## src/rtl/cse_pkg.sv

```systemverilog
package cse_pkg;

  localparam int unsigned SPECIAL_SLOTS_DEF = 4;
  localparam int unsigned MAX_SLOTS         = 4;
  localparam int unsigned BYTE_W            = 8;
  localparam int unsigned BUDGET_W          = 16;
  localparam int unsigned CFG_IDX_W         = 3;
  localparam int unsigned CFG_DATA_W        = 16;
  localparam int unsigned Q_DEPTH           = 2;
  localparam int unsigned Q_PTR_W           = 1;
  localparam int unsigned Q_CNT_W           = 2;

  localparam logic [BYTE_W-1:0]   BACKSLASH   = 8'h5c;
  localparam logic [BYTE_W-1:0]   CHAR_X      = 8'h78;
  localparam logic [BYTE_W-1:0]   CTRL_LIMIT  = 8'd32;
  localparam logic [BYTE_W-1:0]   ASCII_MAX   = 8'h7f;
  localparam logic [BYTE_W-1:0]   HI_MASK     = 8'hf0;
  localparam logic [BYTE_W-1:0]   LO_MASK     = 8'h0f;
  localparam logic [BUDGET_W-1:0] STOP_LEVEL  = 16'd2;
  localparam logic [BUDGET_W-1:0] LIMIT_RESET = 16'hffff;

  typedef enum logic [CFG_IDX_W-1:0] {
    CFG_OUT_LIMIT   = 3'd0,
    CFG_ESC_HIGH    = 3'd1,
    CFG_SPECIAL_A   = 3'd2,
    CFG_SPECIAL_B   = 3'd3,
    CFG_SPECIAL_C   = 3'd4,
    CFG_SPECIAL_D   = 3'd5
  } cfg_idx_e;

  typedef struct packed {
    logic [3:0][BYTE_W-1:0] chars;
    logic [1:0]             last_idx;
    logic                   last;
  } run_t;

  function automatic logic [BYTE_W-1:0] hex_digit(input logic [3:0] nib);
    logic [BYTE_W-1:0] n;
    n = {4'h0, nib};
    if (nib < 4'd10) begin
      hex_digit = 8'(8'h30 + n);
    end else begin
      hex_digit = 8'(8'h57 + n);
    end
  endfunction

  function automatic logic [BYTE_W-1:0] named_escape(input logic [BYTE_W-1:0] b);
    case (b)
      8'h00:   named_escape = 8'h30;
      8'h07:   named_escape = 8'h61;
      8'h08:   named_escape = 8'h62;
      8'h1b:   named_escape = 8'h65;
      8'h0c:   named_escape = 8'h66;
      8'h0a:   named_escape = 8'h6e;
      8'h0d:   named_escape = 8'h72;
      8'h09:   named_escape = 8'h74;
      8'h0b:   named_escape = 8'h76;
      8'h5c:   named_escape = BACKSLASH;
      default: named_escape = 8'h00;
    endcase
  endfunction

endpackage

```

## src/rtl/cse_in_if.sv

```systemverilog
interface cse_in_if;
  import cse_pkg::*;
  logic              valid;
  logic              ready;
  logic [BYTE_W-1:0] in_byte;
  logic              last_in;
  modport source (output valid, output in_byte, output last_in, input ready);
  modport sink   (input valid, input in_byte, input last_in, output ready);
endinterface

```

## src/rtl/cse_out_if.sv

```systemverilog
interface cse_out_if;
  import cse_pkg::*;
  logic                valid;
  logic                ready;
  logic [BYTE_W-1:0]   out_char;
  logic                run_last;
  logic                stream_done;
  logic                truncated;
  logic [BUDGET_W-1:0] out_length;
  modport source (output valid, output out_char, output run_last, output stream_done,
                  output truncated, output out_length, input ready);
  modport sink   (input valid, input out_char, input run_last, input stream_done,
                  input truncated, input out_length, output ready);
endinterface

```

## src/rtl/cse_cfg_if.sv

```systemverilog
interface cse_cfg_if;
  import cse_pkg::*;
  logic                  valid;
  logic                  ready;
  logic [CFG_IDX_W-1:0]  index;
  logic [CFG_DATA_W-1:0] data;
  modport source (output valid, output index, output data, input ready);
  modport sink   (input valid, input index, input data, output ready);
endinterface

```

## src/rtl/cse_front.sv

```systemverilog
module cse_front
  import cse_pkg::*;
#(
  parameter int unsigned SpecialSlots = SPECIAL_SLOTS_DEF
) (
  cse_in_if.sink           in_i,
  input  logic             esc_high_i,
  input  logic [BYTE_W-1:0] special_i [SpecialSlots],
  input  logic             q_full_i,
  output logic             push_o,
  output run_t             run_o
);

  logic              is_spec;
  logic              is_esc;
  logic [BYTE_W-1:0] b;
  logic [BYTE_W-1:0] named;

  assign b          = in_i.in_byte;
  assign named      = named_escape(b);
  assign in_i.ready = ~q_full_i;
  assign push_o     = in_i.valid & ~q_full_i;

  always_comb begin
    is_spec = 1'b0;
    for (int i = 0; i < SpecialSlots; i++) begin
      if (special_i[i] != '0 && special_i[i] == b) begin
        is_spec = 1'b1;
      end
    end
    if (b == '0) begin
      is_spec = 1'b0;
    end
  end

  assign is_esc = (b < CTRL_LIMIT) || (b == BACKSLASH) || (esc_high_i && b > ASCII_MAX);

  always_comb begin
    run_o.chars    = '0;
    run_o.last_idx = 2'd0;
    run_o.last     = in_i.last_in;
    if (is_spec) begin
      run_o.chars[0] = BACKSLASH;
      run_o.chars[1] = b;
      run_o.last_idx = 2'd1;
    end else if (is_esc) begin
      run_o.chars[0] = BACKSLASH;
      if (named != '0) begin
        run_o.chars[1] = named;
        run_o.last_idx = 2'd1;
      end else begin
        run_o.chars[1] = CHAR_X;
        run_o.chars[2] = hex_digit(4'((b & HI_MASK) >> 4));
        run_o.chars[3] = hex_digit(4'(b & LO_MASK));
        run_o.last_idx = 2'd3;
      end
    end else begin
      run_o.chars[0] = b;
    end
  end

endmodule

```

## src/rtl/cse_queue.sv

```systemverilog
module cse_queue
  import cse_pkg::*;
(
  input  logic clk_i,
  input  logic rst_ni,
  input  logic push_i,
  input  run_t run_i,
  output logic full_o,
  input  logic pop_i,
  output logic empty_o,
  output run_t head_o
);

  run_t               mem_q [Q_DEPTH];
  logic [Q_PTR_W-1:0] wr_ptr_q, wr_ptr_d;
  logic [Q_PTR_W-1:0] rd_ptr_q, rd_ptr_d;
  logic [Q_CNT_W-1:0] cnt_q, cnt_d;

  assign full_o  = (cnt_q == Q_CNT_W'(Q_DEPTH));
  assign empty_o = (cnt_q == '0);
  assign head_o  = mem_q[rd_ptr_q];

  always_comb begin
    wr_ptr_d = wr_ptr_q;
    rd_ptr_d = rd_ptr_q;
    cnt_d    = cnt_q;
    if (push_i) begin
      wr_ptr_d = wr_ptr_q + 1'b1;
    end
    if (pop_i) begin
      rd_ptr_d = rd_ptr_q + 1'b1;
    end
    if (push_i && !pop_i) begin
      cnt_d = cnt_q + 1'b1;
    end else if (!push_i && pop_i) begin
      cnt_d = cnt_q - 1'b1;
    end
  end

  always_ff @(posedge clk_i or negedge rst_ni) begin
    if (!rst_ni) begin
      wr_ptr_q <= '0;
      rd_ptr_q <= '0;
      cnt_q    <= '0;
    end else begin
      wr_ptr_q <= wr_ptr_d;
      rd_ptr_q <= rd_ptr_d;
      cnt_q    <= cnt_d;
    end
  end

  always_ff @(posedge clk_i) begin
    if (push_i) begin
      mem_q[wr_ptr_q] <= run_i;
    end
  end

endmodule

```

## src/rtl/cse_back.sv

```systemverilog
module cse_back
  import cse_pkg::*;
(
  input  logic                clk_i,
  input  logic                rst_ni,
  input  logic [BUDGET_W-1:0] out_limit_i,
  input  logic                empty_i,
  input  run_t                head_i,
  output logic                pop_o,
  cse_out_if.source           out_o
);

  logic [BUDGET_W-1:0] budget_q, budget_d;
  logic [BUDGET_W-1:0] count_q, count_d;
  logic                stopped_q, stopped_d;
  logic [1:0]          k_q, k_d;
  logic                valid_q, valid_d;
  logic [BYTE_W-1:0]   char_q, char_d;
  logic                run_last_q, run_last_d;
  logic                done_q, done_d;
  logic                trunc_q, trunc_d;
  logic [BUDGET_W-1:0] len_q, len_d;
  logic                can_load;
  logic                stop;
  logic                run_end;

  assign can_load = ~valid_q | out_o.ready;
  assign stop     = (budget_q <= STOP_LEVEL);
  assign run_end  = stop || (k_q == head_i.last_idx);

  always_comb begin
    budget_d   = budget_q;
    count_d    = count_q;
    stopped_d  = stopped_q;
    k_d        = k_q;
    pop_o      = 1'b0;
    valid_d    = valid_q & ~out_o.ready;
    char_d     = char_q;
    run_last_d = run_last_q;
    done_d     = done_q;
    trunc_d    = trunc_q;
    len_d      = len_q;
    if (!empty_i) begin
      if (stopped_q) begin
        // drop the rest of the string
        pop_o = 1'b1;
        if (head_i.last) begin
          budget_d  = out_limit_i;
          count_d   = '0;
          stopped_d = 1'b0;
        end
      end else if (can_load) begin
        valid_d    = 1'b1;
        char_d     = head_i.chars[k_q];
        run_last_d = run_end;
        done_d     = stop || (head_i.last && run_end);
        trunc_d    = stop;
        len_d      = count_q + 1'b1;
        count_d    = count_q + 1'b1;
        budget_d   = (budget_q != '0) ? budget_q - 1'b1 : '0;
        if (run_end) begin
          pop_o = 1'b1;
          k_d   = 2'd0;
          if (stop) begin
            stopped_d = 1'b1;
          end
          if (head_i.last) begin
            budget_d  = out_limit_i;
            count_d   = '0;
            stopped_d = 1'b0;
          end
        end else begin
          k_d = k_q + 1'b1;
        end
      end
    end
  end

  always_ff @(posedge clk_i or negedge rst_ni) begin
    if (!rst_ni) begin
      budget_q  <= LIMIT_RESET;
      count_q   <= '0;
      stopped_q <= 1'b0;
      k_q       <= 2'd0;
      valid_q   <= 1'b0;
    end else begin
      budget_q  <= budget_d;
      count_q   <= count_d;
      stopped_q <= stopped_d;
      k_q       <= k_d;
      valid_q   <= valid_d;
    end
  end

  always_ff @(posedge clk_i) begin
    char_q     <= char_d;
    run_last_q <= run_last_d;
    done_q     <= done_d;
    trunc_q    <= trunc_d;
    len_q      <= len_d;
  end

  assign out_o.valid       = valid_q;
  assign out_o.out_char    = char_q;
  assign out_o.run_last    = run_last_q;
  assign out_o.stream_done = done_q;
  assign out_o.truncated   = trunc_q;
  assign out_o.out_length  = len_q;

endmodule

```

## src/rtl/c_string_escape_encoder_unit.sv

```systemverilog
// Path: a transferred byte's run is written into the two-entry run queue; the
// single-character emit stage then sends its characters through a registered output,
// one output character per cycle while the receiver is ready. A plain byte gives one
// character, an escape two or four; bytes after truncation are dropped unsent.
// Reset: asynchronous active low; budget 65535, counters clear, config defaults.
module c_string_escape_encoder_unit
  import cse_pkg::*;
#(
  parameter int unsigned SpecialSlots = SPECIAL_SLOTS_DEF
) (
  input  logic      clk_i,
  input  logic      rst_ni,
  cse_in_if.sink    in_i,
  cse_out_if.source out_o,
  cse_cfg_if.sink   cfg_i
);

  logic [BUDGET_W-1:0] out_limit_q;
  logic                esc_high_q;
  logic [BYTE_W-1:0]   special_q [SpecialSlots];
  logic                cfg_wr;
  logic                push;
  logic                pop;
  logic                q_full;
  logic                q_empty;
  run_t                run_in;
  run_t                run_head;

  assign cfg_i.ready = 1'b1;
  assign cfg_wr      = cfg_i.valid;

  always_ff @(posedge clk_i or negedge rst_ni) begin
    if (!rst_ni) begin
      out_limit_q <= LIMIT_RESET;
      esc_high_q  <= 1'b0;
    end else if (cfg_wr) begin
      unique case (cfg_i.index)
        CFG_OUT_LIMIT: out_limit_q <= cfg_i.data;
        CFG_ESC_HIGH:  esc_high_q  <= cfg_i.data[0];
        default: ;
      endcase
    end
  end

  for (genvar i = 0; i < SpecialSlots; i++) begin : g_special
    always_ff @(posedge clk_i or negedge rst_ni) begin
      if (!rst_ni) begin
        special_q[i] <= '0;
      end else if (cfg_wr && cfg_i.index == CFG_IDX_W'(CFG_SPECIAL_A + i)) begin
        special_q[i] <= cfg_i.data[BYTE_W-1:0];
      end
    end
  end

  cse_front #(
    .SpecialSlots(SpecialSlots)
  ) u_front (
    .in_i      (in_i),
    .esc_high_i(esc_high_q),
    .special_i (special_q),
    .q_full_i  (q_full),
    .push_o    (push),
    .run_o     (run_in)
  );

  cse_queue u_queue (
    .clk_i  (clk_i),
    .rst_ni (rst_ni),
    .push_i (push),
    .run_i  (run_in),
    .full_o (q_full),
    .pop_i  (pop),
    .empty_o(q_empty),
    .head_o (run_head)
  );

  cse_back u_back (
    .clk_i      (clk_i),
    .rst_ni     (rst_ni),
    .out_limit_i(out_limit_q),
    .empty_i    (q_empty),
    .head_i     (run_head),
    .pop_o      (pop),
    .out_o      (out_o)
  );

endmodule

```

## src/flat_wrapper.sv

```systemverilog
// flat-port wrapper written by rule: the top's interface ports become plain ports
module c_string_escape_encoder_unit_flat import cse_pkg::*;
#(
  parameter int unsigned SpecialSlots = SPECIAL_SLOTS_DEF
)
  (clk_i, rst_ni, in_i_valid, in_i_in_byte, in_i_last_in, in_i_ready, out_o_valid, out_o_out_char, out_o_run_last, out_o_stream_done, out_o_truncated, out_o_out_length, out_o_ready, cfg_i_valid, cfg_i_index, cfg_i_data, cfg_i_ready);
  cse_in_if in_i_i ();
  cse_out_if out_o_i ();
  cse_cfg_if cfg_i_i ();
  input  logic clk_i;
  input  logic rst_ni;
  input wire logic [$bits(in_i_i.valid)-1:0] in_i_valid;
  input wire logic [$bits(in_i_i.in_byte)-1:0] in_i_in_byte;
  input wire logic [$bits(in_i_i.last_in)-1:0] in_i_last_in;
  output wire logic [$bits(in_i_i.ready)-1:0] in_i_ready;
  output wire logic [$bits(out_o_i.valid)-1:0] out_o_valid;
  output wire logic [$bits(out_o_i.out_char)-1:0] out_o_out_char;
  output wire logic [$bits(out_o_i.run_last)-1:0] out_o_run_last;
  output wire logic [$bits(out_o_i.stream_done)-1:0] out_o_stream_done;
  output wire logic [$bits(out_o_i.truncated)-1:0] out_o_truncated;
  output wire logic [$bits(out_o_i.out_length)-1:0] out_o_out_length;
  input wire logic [$bits(out_o_i.ready)-1:0] out_o_ready;
  input wire logic [$bits(cfg_i_i.valid)-1:0] cfg_i_valid;
  input wire logic [$bits(cfg_i_i.index)-1:0] cfg_i_index;
  input wire logic [$bits(cfg_i_i.data)-1:0] cfg_i_data;
  output wire logic [$bits(cfg_i_i.ready)-1:0] cfg_i_ready;
  assign in_i_i.valid = in_i_valid;
  assign in_i_i.in_byte = in_i_in_byte;
  assign in_i_i.last_in = in_i_last_in;
  assign in_i_ready = in_i_i.ready;
  assign out_o_valid = out_o_i.valid;
  assign out_o_out_char = out_o_i.out_char;
  assign out_o_run_last = out_o_i.run_last;
  assign out_o_stream_done = out_o_i.stream_done;
  assign out_o_truncated = out_o_i.truncated;
  assign out_o_out_length = out_o_i.out_length;
  assign out_o_i.ready = out_o_ready;
  assign cfg_i_i.valid = cfg_i_valid;
  assign cfg_i_i.index = cfg_i_index;
  assign cfg_i_i.data = cfg_i_data;
  assign cfg_i_ready = cfg_i_i.ready;
  c_string_escape_encoder_unit #(.SpecialSlots(SpecialSlots)) u_core (.clk_i(clk_i), .rst_ni(rst_ni), .in_i(in_i_i), .out_o(out_o_i), .cfg_i(cfg_i_i));
endmodule
```

## config.mk

```make
export PLATFORM = sky130hd
export DESIGN_NAME = c_string_escape_encoder_unit_flat
export DESIGN_NICKNAME = d
export VERILOG_FILES = /design/src/rtl/cse_pkg.sv /design/src/rtl/cse_in_if.sv /design/src/rtl/cse_out_if.sv /design/src/rtl/cse_cfg_if.sv /design/src/rtl/cse_front.sv /design/src/rtl/cse_queue.sv /design/src/rtl/cse_back.sv /design/src/rtl/c_string_escape_encoder_unit.sv /design/src/flat_wrapper.sv
export SDC_FILE = /design/constraint.sdc
export NUM_CORES = 1
export LEC_CHECK = 0
export BUFFER_PORTS_ARGS = -buffer_cell sky130_fd_sc_hd__clkbuf_2
export CORE_UTILIZATION = 45
export DETAILED_ROUTE_END_ITERATION = 7
export GPL_TIMING_DRIVEN = 0
export PLACE_DENSITY = 0.62
export SLEW_MARGIN = 5
export SYNTH_ARGS = -nofsm -noshare
export SYNTH_HDL_FRONTEND = slang
export SYNTH_SLANG_ARGS = --single-unit
```

## constraint.sdc

```tcl
create_clock -name clk_i -period 7.05 [get_ports clk_i]
set_clock_uncertainty 0.05 [all_clocks]
set_input_delay 1.41 -clock clk_i [delete_from_list [all_inputs] [get_ports clk_i]]
set_output_delay 1.41 -clock clk_i [all_outputs]
set_load 0.02 [all_outputs]
```

# Word-level counts from Yosys, hierarchy flattened
# Memory sizes are Yosys's and may differ from the RTL's.
# Cells that the tools add are included.
# totals
reg_bits	116
latch_bits	0
ram_bits	70
mem_bits_ro	0
input_bits	33
out_inout_bits	30
elab_cells	146
n_memories	1
# memory_table
name	depth	width	read_ports	rd_clocked_by_memory_dff	write_ports	line_no	text
u_core.u_queue.mem_q	2	35	1	0	1	cse_queue.sv:14	run_t mem_q [Q_DEPTH];
# op_classes
n_addsub	11
multipliers	0
div	0
magnitude_cmp	6
n_eq_ne	21
shift	0
muxes	47
bitwise	8
n_reduce_logical	33
# op_table
operator	n
16-bit two-way mux	13
7-bit case mux with 10 select lines	1
8-bit by 4-bit == test with 1-bit output, second input constant	6
8-bit two-way mux	5
8-bit nonzero test	5
8-bit == test	4
24-bit two-way mux	1
1-bit two-way mux	20
18-bit two-way mux	1
16-bit by 1-bit adder with 16-bit output, second input constant	1
7-bit by 4-bit adder with 8-bit output, first input constant	2
8-bit binary-select mux with 2-bit select	1
16-bit by 2-bit <= comparator with 1-bit output, second input constant	1
16-bit nonzero test	1
16-bit by 1-bit subtractor with 16-bit output, second input constant	1
6-bit by 4-bit adder with 7-bit output, first input constant	2
1-bit logical AND	12
2-bit two-way mux	5
8-bit by 3-bit == test with 1-bit output, second input constant	1
8-bit by 5-bit == test with 1-bit output, second input constant	1
8-bit by 7-bit == test with 1-bit output, second input constant	1
8-bit by 7-bit greater-than comparator with 1-bit output, second input constant	1
8-bit logical NOT	1
4-bit < comparator, second input constant	2
other kinds (21)	37

# Logic depth before layout (Yosys ltp)
# Gate-level depths: netlist of the first run.
# An unclocked memory read counts as a cell.
# depth
depth_word	10
depth_mapped	11
ltp_nobuf	9

# Hierarchy
# Synthesis of the first run repeated with hierarchy kept, for this count alone.
# unflattened
hier_cells	684
hier_area_um2	9354.0
# by_module_without_submodules
mod	n_inst	cells_per_inst	area_each_um2	seq_area_each_um2
cse_back	1	279	3328.2	1731.7
cse_queue	1	125	2862.7	2202.1
c_string_escape_encoder_unit	1	110	1913.1	1246.2
cse_front	1	170	1249.9	0.0

# Worst setup path after synthesis of the first run
# OpenSTA, ideal clock, no wires.
# synth_path
kind	input-to-reg
startpoint	in in_i_in_byte[5]
endpoint	mem u_core.u_queue.mem_q[0][25] in the netlist's numbering, data pin
setup_ns	0.267
t_arrival_ns	3.503
t_required_ns	6.733
path_slack_ns	3.230
path_stages	11
path_buffers	3
cell_sequence	buf_2 > inv_1 > ha_1 > or3b_2 > nor4b_2 > a211oi_1 > or3b_1 > or3_1 > buf_2 > buf_2 > nor2_1
# synth_lines
item	line_no	text
start: declaration	flat_wrapper.sv:13	input wire logic [$bits(in_i_i.in_byte)-1:0] in_i_in_byte;
end: declaration	cse_queue.sv:14	

==> impl_metrics.toml, run 1 <==
[pwr]
p_leak_nw = 3.96
power_density_nw_per_um2 = 375
vdd_ir_drop_max_mv = 0.198

[timing]
hold_viol = 0
setup_tns_ns = 0
min_period_ns = 4.11
fin_ws_ns = 2.94
worst_pin_slew_ns = 1.25
max_freq_mhz = 243
period_share_pct = 58.4
slew_headroom_pct = 16.1
drv_slew = 0
rsz0062_at_grt = "false"
setup_viol = 0

[route]
routed_wl_um = 19300
wl_per_cell_um = 18.6
routed_via_density = 5.64
dr_total_vias = 5857
drtIter0Drc = 408
firstDrtPassIters = 5
drc = 0
antenna_left = 0

[finish]
drive_above_1_share_pct = 29.7
multi_input_area_um2 = 3490
area_delta_synth_final_pct = 14.0
antennaDiodeCount = 0
final_common_cell = "edfxtp_1"
n_fill_cell = 1664
finish.instance_area_um2 = 10000
finalNetCount = 811
layout_common_cells = "93 x edfxtp_1, 58 x mux2_2, 57 x dfrtp_1, 55 x clkbuf_2, 48 x nand2_1"
regArea_um2 = 5060

[yosys]
synth_xor_area_share_pct = 4.99
synth_adder_area_share_pct = 1.71
synth_top_family_by_area = "simple AND/OR/NAND/NOR gates"
ys_warn_count = 0
yosys-mux-area-fraction_pct = 11.9
synth.avg_cell_area_um2 = 12.7
synth_fp_nets = 734
synth_compound_area_share_pct = 8.68
synth_cell_type_count = 69
ys_async_sr_fraction_pct = 48.9
synth-seq-cells = 182
synth-edff-count = 93
ys_seq_area_share_pct = 57.6
syn_inst = 689
syn_area_um2 = 8780
synthSimpleGateAreaFrac_pct = 12.3
yosys_most_used_dff = "edfxtp_1"

[placed_design]
place_area_um2 = 9450
globalplace.congestion = 0.878
hpwl_um = 13200
numPortBuffers = 56
place_ws_ns = 2.59

[floorplanning]
start_util_pct = 46.5
num_rows = 50
core_area_um2 = 18900
ios = 63
design.die.area_um2 = 20100
die_w_um = 142
die_h_um = 142

[cts]
clkSinkCount = 182
cts-buffers-inserted = 17
clkTransAtPathRegs_ns = 0.07
hold_buffers = 0
cts.path.max_buffers = 2
cts_tree = "yes"
post_cts_buffers = 0
cts_root_buf = "clkbuf_16"
ctsHtreeMaxLevel = 4
insertion_delay_ns = 0.43
ctsResizeCount = 0

[worst_setup_path]
crit_arrival_ns = 4.22
slowest_stage = "nor4b_2"
crit_path_frequent_cell = "buf_2"
cp_cell_sequence = "clkbuf_2 > inv_1 > ha_1 > or3b_2 > nor4b_2 > a211oi_1 > or3b_1 > or3_1 > buf_2 > buf_2 > a21oi_1"
worstSetupPathType = "in2reg"
cp_max_fo = 10
slowest_delay_ns = 0.63
r2r-start = "u_core.u_back.budget_q[12]"
worstPathRequired_ns = 7.16
crit_path_start = "in_i_in_byte[4]"
critPathLaunchType = "input port"
end_kind = "flop"

[global_route]
grt_max_degree = 60
grt_overflow = 0
grt_usage_pct = 20.1
antenna_found_initial = 0
grt_pass1_vias = 5736
grt_pass1_wl_um = 30500

[job]
cap_violations = 0

[status]
status = "finished clean"

[worst_hold_path]
min-delay-path-class = "reg2reg"
hp-start = "u_core.u_queue.cnt_q[1]"
-- worst paths after layout --
check	cells after the start	slack, ns	end
max	11	2.94	u_core.u_queue.mem_q[0][23]
min	1	0.46	u_core.u_queue.cnt_q[1]
max reg2reg	8	4.25	u_core.u_back.count_q[11]
min reg2reg	1	0.46	u_core.u_queue.cnt_q[1]
max in group asynchronous	2	5.35	u_core.u_back.budget_q[5]
min in group asynchronous	1	0.90	u_core.u_back.count_q[5]
-- critical path, delay by kind of cell --
family | cells | cell delay (ns)
compound gates | 2 | 0.25
fa+ha+maj | 1 | 0.27
buf+inv | 4 | 0.85
simple gates | 4 | 1.42
-- state kept, by name, summed over array words and instances (netlist names) --
name / cells
u_core.u_back.out_o.out_char: 8
u_core.u_queue.mem_q: 66
u_core.u_back.stopped_q: 1
u_core.special_q: 32
u_core.u_back.out_o.run_last: 1
u_core.u_back.k_q: 2
u_core.u_back.out_o.truncated: 1
u_core.esc_high_q: 1
u_core.u_back.out_o.stream_done: 1
u_core.u_back.count_q: 16
u_core.u_back.budget_q: 16
u_core.u_back.out_o.valid: 1
u_core.u_queue.cnt_q: 2
u_core.u_queue.wr_ptr_q: 1
u_core.u_queue.rd_ptr_q: 1
u_core.out_limit_q: 16
u_core.u_back.out_o.out_length: 16
-- per-stage QoR --
step | hold WS, ns | cells | utilization, % | power [mW]
after detailed placement | 0.452 | 1007 | 50.0 | 2.87
final | 0.458 | 1038 | 53.0 | 3.76
after global placement | 0.426 | 1005 | 49.7 | 2.82
after global routing | 0.478 | 1038 | 53.0 | 3.96
after floorplan | 0.411 | 689 | - | 2.50
after CTS | 0.462 | 1038 | 53.0 | 3.79
-- synth_stat cells (4+ instances only) --
library cell	number	area share [%]
a22o_1	5	0.50
a311o_1	4	0.46
nor4_1	18	1.3
a21oi_1	19	1.1
o21ai_0	34	1.9
dfstp_2	32	9.6
clkbuf_1	17	0.73
nand4_1	6	0.43
dfrtp_1	57	16
nor2b_1	11	0.78
xor2_1	27	2.7
nand3_1	15	0.86
buf_4	5	0.43
xnor2_1	23	2.3
buf_2	15	0.86
inv_1	16	0.68
mux2_2	58	7.4
or4_1	7	0.60
o31ai_1	5	0.43
nand2b_1	10	0.71
and2_1	9	0.64
ha_1	12	1.7
a211o_1	8	0.80
nor2_1	30	1.3
nor3_1	10	0.57
mux4_2	15	3.8
mux2i_1	5	0.57
and3_1	10	0.71
or3_1	7	0.50
nand2_1	48	2.1
edfxtp_1	93	32
-- kinds of logic (layout without fill, tap and decap cells) --
group           Yosys count  after routing
other cells               1              1
buf+inv                  54            143
fa+ha+maj                12             12
simple gates            201            201
flops                   182            182
mux                      78             78
xor+xnor                 50             50
compound gates          111            111
-- final cells by class --
type / instances / area share, %
clock buffer: 18 / 4.29
sequential: 182 / 50.6
timing repair buffer: 58 / 3.30
buffer: 38 / 1.80
inverter: 16 / 0.600
tap: 260 / 3.25
multi-input combinational: 453 / 34.9
clock inverter: 13 / 1.28
-- metal layers --
| layer | routed length [um] | track usage (%) | vias to the layer above |
|---|---|---|---|
| met2 | 9170 | 31.7 | 188 |
| met5 | 0 | 0 | - |
| met1 | 8800 | 27.5 | 2921 |
| li1 | - | - | 2715 |
| met4 | 342 | 7.87 | 0 |
| met3 | 949 | 3.81 | 33 |
-- where the power goes --
group	total, mW	switching (mW)	leakage (nW)	internal [mW]
combinational	1.19	0.704	1.77	0.485
sequential	1.66	0.156	1.93	1.51
clock	0.903	0.415	0.257	0.489
total	3.76	1.28	3.96	2.48
No activity file was read; power rests on OpenSTA's default activity.
==> run 2, diff against run 1 <==
--- a/config.mk
+++ b/config.mk
@@ -5,11 +5,12 @@
 export SDC_FILE = /design/constraint.sdc
 export NUM_CORES = 1
 export LEC_CHECK = 0
+export ABC_AREA = 1
 export BUFFER_PORTS_ARGS = -buffer_cell sky130_fd_sc_hd__clkbuf_2
 export CORE_UTILIZATION = 45
 export DETAILED_ROUTE_END_ITERATION = 7
 export GPL_TIMING_DRIVEN = 0
-export PLACE_DENSITY = 0.62
+export PLACE_DENSITY = 0.64
 export SLEW_MARGIN = 5
 export SYNTH_ARGS = -nofsm -noshare
 export SYNTH_HDL_FRONTEND = slang
==> constraint.sdc (replaced) <==
create_clock -name clk_i -period 3.6 [get_ports clk_i]
set_clock_uncertainty 0.05 [all_clocks]
set_input_delay 0.72 -clock clk_i [delete_from_list [all_inputs] [get_ports clk_i]]
set_output_delay 0.72 -clock clk_i [all_outputs]
set_load 0.02 [all_outputs]
==> impl_metrics.toml, run 2 <==
[timing]
min_period_ns = 2.40
hold_viol = 0
drv_slew = 0
worst_pin_slew_ns = 0.877
period_share_pct = 66.7
max_freq_mhz = 416
fin_ws_ns = 1.20
rsz0062_at_grt = "false"
setup_viol = 0
slew_headroom_pct = 41.4

[yosys]
synth_cell_type_count = 51
ys_seq_area_share_pct = 51.3
synth_most_common_cell = "nand2_1"
yosys.area.top_type_share_pct = 28.3
synth-edff-count = 93
synth_fp_nets = 1188
yosys_most_used_dff = "edfxtp_1"
ys_warn_count = 0
synth.avg_cell_area_um2 = 8.63
ys_async_sr_fraction_pct = 48.9
synth_common_cells = "259 x nand2_1, 164 x nor2_1, 101 x inv_1"
synth_largest_area_cell = "edfxtp_1"
ys_top_cells_by_area = "edfxtp_1 28%, dfrtp_1 14%, nand2_1 9.9%, dfstp_2 8.5%, nor2_1 6.2%"
syn_area_um2 = 9860
synth-seq-cells = 182
syn_inst = 1143

[floorplanning]
ios = 63
die_h_um = 150
num_rows = 53
start_util_pct = 46.3
die_w_um = 150
design.die.area_um2 = 22500
core_area_um2 = 21300

[route]
dr_total_vias = 7724
firstDrtPassIters = 5
drtIter0Drc = 486
wl_per_cell_um = 15.2
antenna_left = 0
drc = 0
routed_wl_um = 23000
routed_via_density = 5.12

[status]
status = "finished clean"

[cts]
clkTransAtPathRegs_ns = 0.07
ctsResizeCount = 0
cts_tree = "yes"
clkSinkCount = 182
post_cts_buffers = 0
cts-buffers-inserted = 17
insertion_delay_ns = 0.43
cts_root_buf = "clkbuf_16"
hold_buffers = 0
ctsHtreeMaxLevel = 4
cts.path.max_buffers = 2

[worst_setup_path]
r2r-start = "u_core.u_queue.cnt_q[0]"
slowest_delay_ns = 0.35
worstSetupPathType = "in2reg"
critPathLaunchType = "input port"
crit_buf_inv = 3
rr_worst_depth = 8
rrSetupSlack_ns = 1.24
path_delay_family = "simple AND/OR/NAND/NOR gates"
r2r-end = "u_core.u_back.count_q[9]"
slowest_stage = "nor3b_4"
cp_cell_sequence = "buf_2 > inv_2 > ha_1 > nand2_4 > inv_2 > nand3_1 > nand2_2 > nor3b_4 > nand3_2 > a21oi_1"
end_kind = "flop"
worstPathRequired_ns = 3.78
cp_max_fo = 9
crit_path_frequent_cell = "inv_2"
crit_arrival_ns = 2.58

[finish]
top_register = "u_core.u_queue.mem_q"
largest_register_ffs = 66
reg_top3 = "u_core.u_queue.mem_q: 66 flops, u_core.special_q: 32 flops"
finalNetCount = 1267
area_delta_synth_final_pct = 13.2
antennaDiodeCount = 0
layout_common_cells = "259 x nand2_1, 162 x nor2_1, 101 x inv_1, 96 x o21ai_0, 93 x edfxtp_1"
n_fill_cell = 1991
drive_above_1_share_pct = 17.6
fin_cells = 1510
final_common_cell = "nand2_1"

[global_route]
grt_overflow = 0
grt_pass1_wl_um = 38100
grt_usage_pct = 22.1
antenna_found_initial = 0
grt_max_degree = 52
grt_pass1_vias = 7382

[placed_design]
globalplace.congestion = 0.891
hpwl_um = 16800
place_ws_ns = 0.778
placed_cells = 1478
numPortBuffers = 57

[pwr]
vdd_ir_drop_max_mv = 0.371
power_density_nw_per_um2 = 756
p_leak_nw = 4.96

[job]
cap_violations = 0

[worst_hold_path]
min-delay-path-class = "in2async"
[run 2: cell types whose count changed after synthesis, moves of 15 or more]
cell,delta
a21oi_1,+28
nor2_1,+134
inv_1,+85
mux2_2,-53
mux4_2,-15
o21ai_0,+62
nand2_1,+211
o21ai_1,+20
nand3_1,+33
nor4_1,-18
[run 2: metrics by stage]
step / util (%) / setup TNS [ns] / power, mW / hold slack (ns) / instance area, um2
global placement: 49.3 / -1.67 / 6.54 / 0.418 / 10500
detailed placement: 49.7 / 0 / 6.65 / 0.422 / 10600
finish: 52.5 / 0 / 8.44 / 0.252 / 11200
CTS: 52.5 / 0 / 8.50 / 0.277 / 11200
floorplan: - / 0 / 5.70 / 0.374 / 9860
global route: 52.5 / 0 / 9.03 / 0.307 / 11200
[run 2: cell type report]
type / count / area, um2 / area share (%)
Sequential cell: 182 / 5060 / 45.3
Multi-Input combinational cell: 802 / 4110 / 36.8
Clock buffer: 23 / 489 / 4.38
Inverter: 118 / 455 / 4.08
Timing Repair Buffer: 60 / 363 / 3.25
Tap cell: 275 / 344 / 3.08
Buffer: 41 / 258 / 2.31
Clock inverter: 9 / 91.3 / 0.818
[run 2: cell families (layout without fill, tap and decap cells)]
kind of cell             Yosys count  in the layout  synth area share [%]
flip-flops                       182            182                  51.3
XOR/XNOR                          45             45                  4.00
AND/OR/NAND/NOR                  544            544                  24.7
AO/OA/AOI/OAI                    195            195                  10.7
adder cells (fa/ha/maj)           12             12                  1.52
buffers and inverters            159            251                  7.23
multiplexers                       5              5                 0.571
other                              1              1                0.0380
[run 2: per-layer routing]
| metal | up-vias | global-route usage (%) | part of all wire [%] |
|---|---|---|---|
| li1 | 3906 | - | - |
| met1 | 3606 | 30.8 | 48 |
| met2 | 172 | 34.9 | 47 |
| met3 | 40 | 2.87 | 3.6 |
| met4 | 0 | 8.38 | 2.1 |
| met5 | - | 0 | 0 |
[run 2: how the worst max path moves through the flow]
stage                                       start                           to  depth (start not counted)
after floorplan                        in_i_valid   u_core.u_queue.mem_q[1][0]                          2
after global placement                 in_i_valid  u_core.u_queue.mem_q[1][21]                          3
after detailed placement          in_i_in_byte[5]  u_core.u_queue.mem_q[0][32]                          9
after CTS                 u_core.u_queue.cnt_q[0]     u_core.u_back.count_q[9]                          8
after global routing              in_i_in_byte[0]  u_core.u_queue.mem_q[0][19]                         10
final                             in_i_in_byte[5]  u_core.u_queue.mem_q[1][32]                         10
[run 2: power breakdown]
group	switching [mW]	internal, mW
clock network	0.799	1.04
logic	2.13	1.07
registers	0.370	3.04
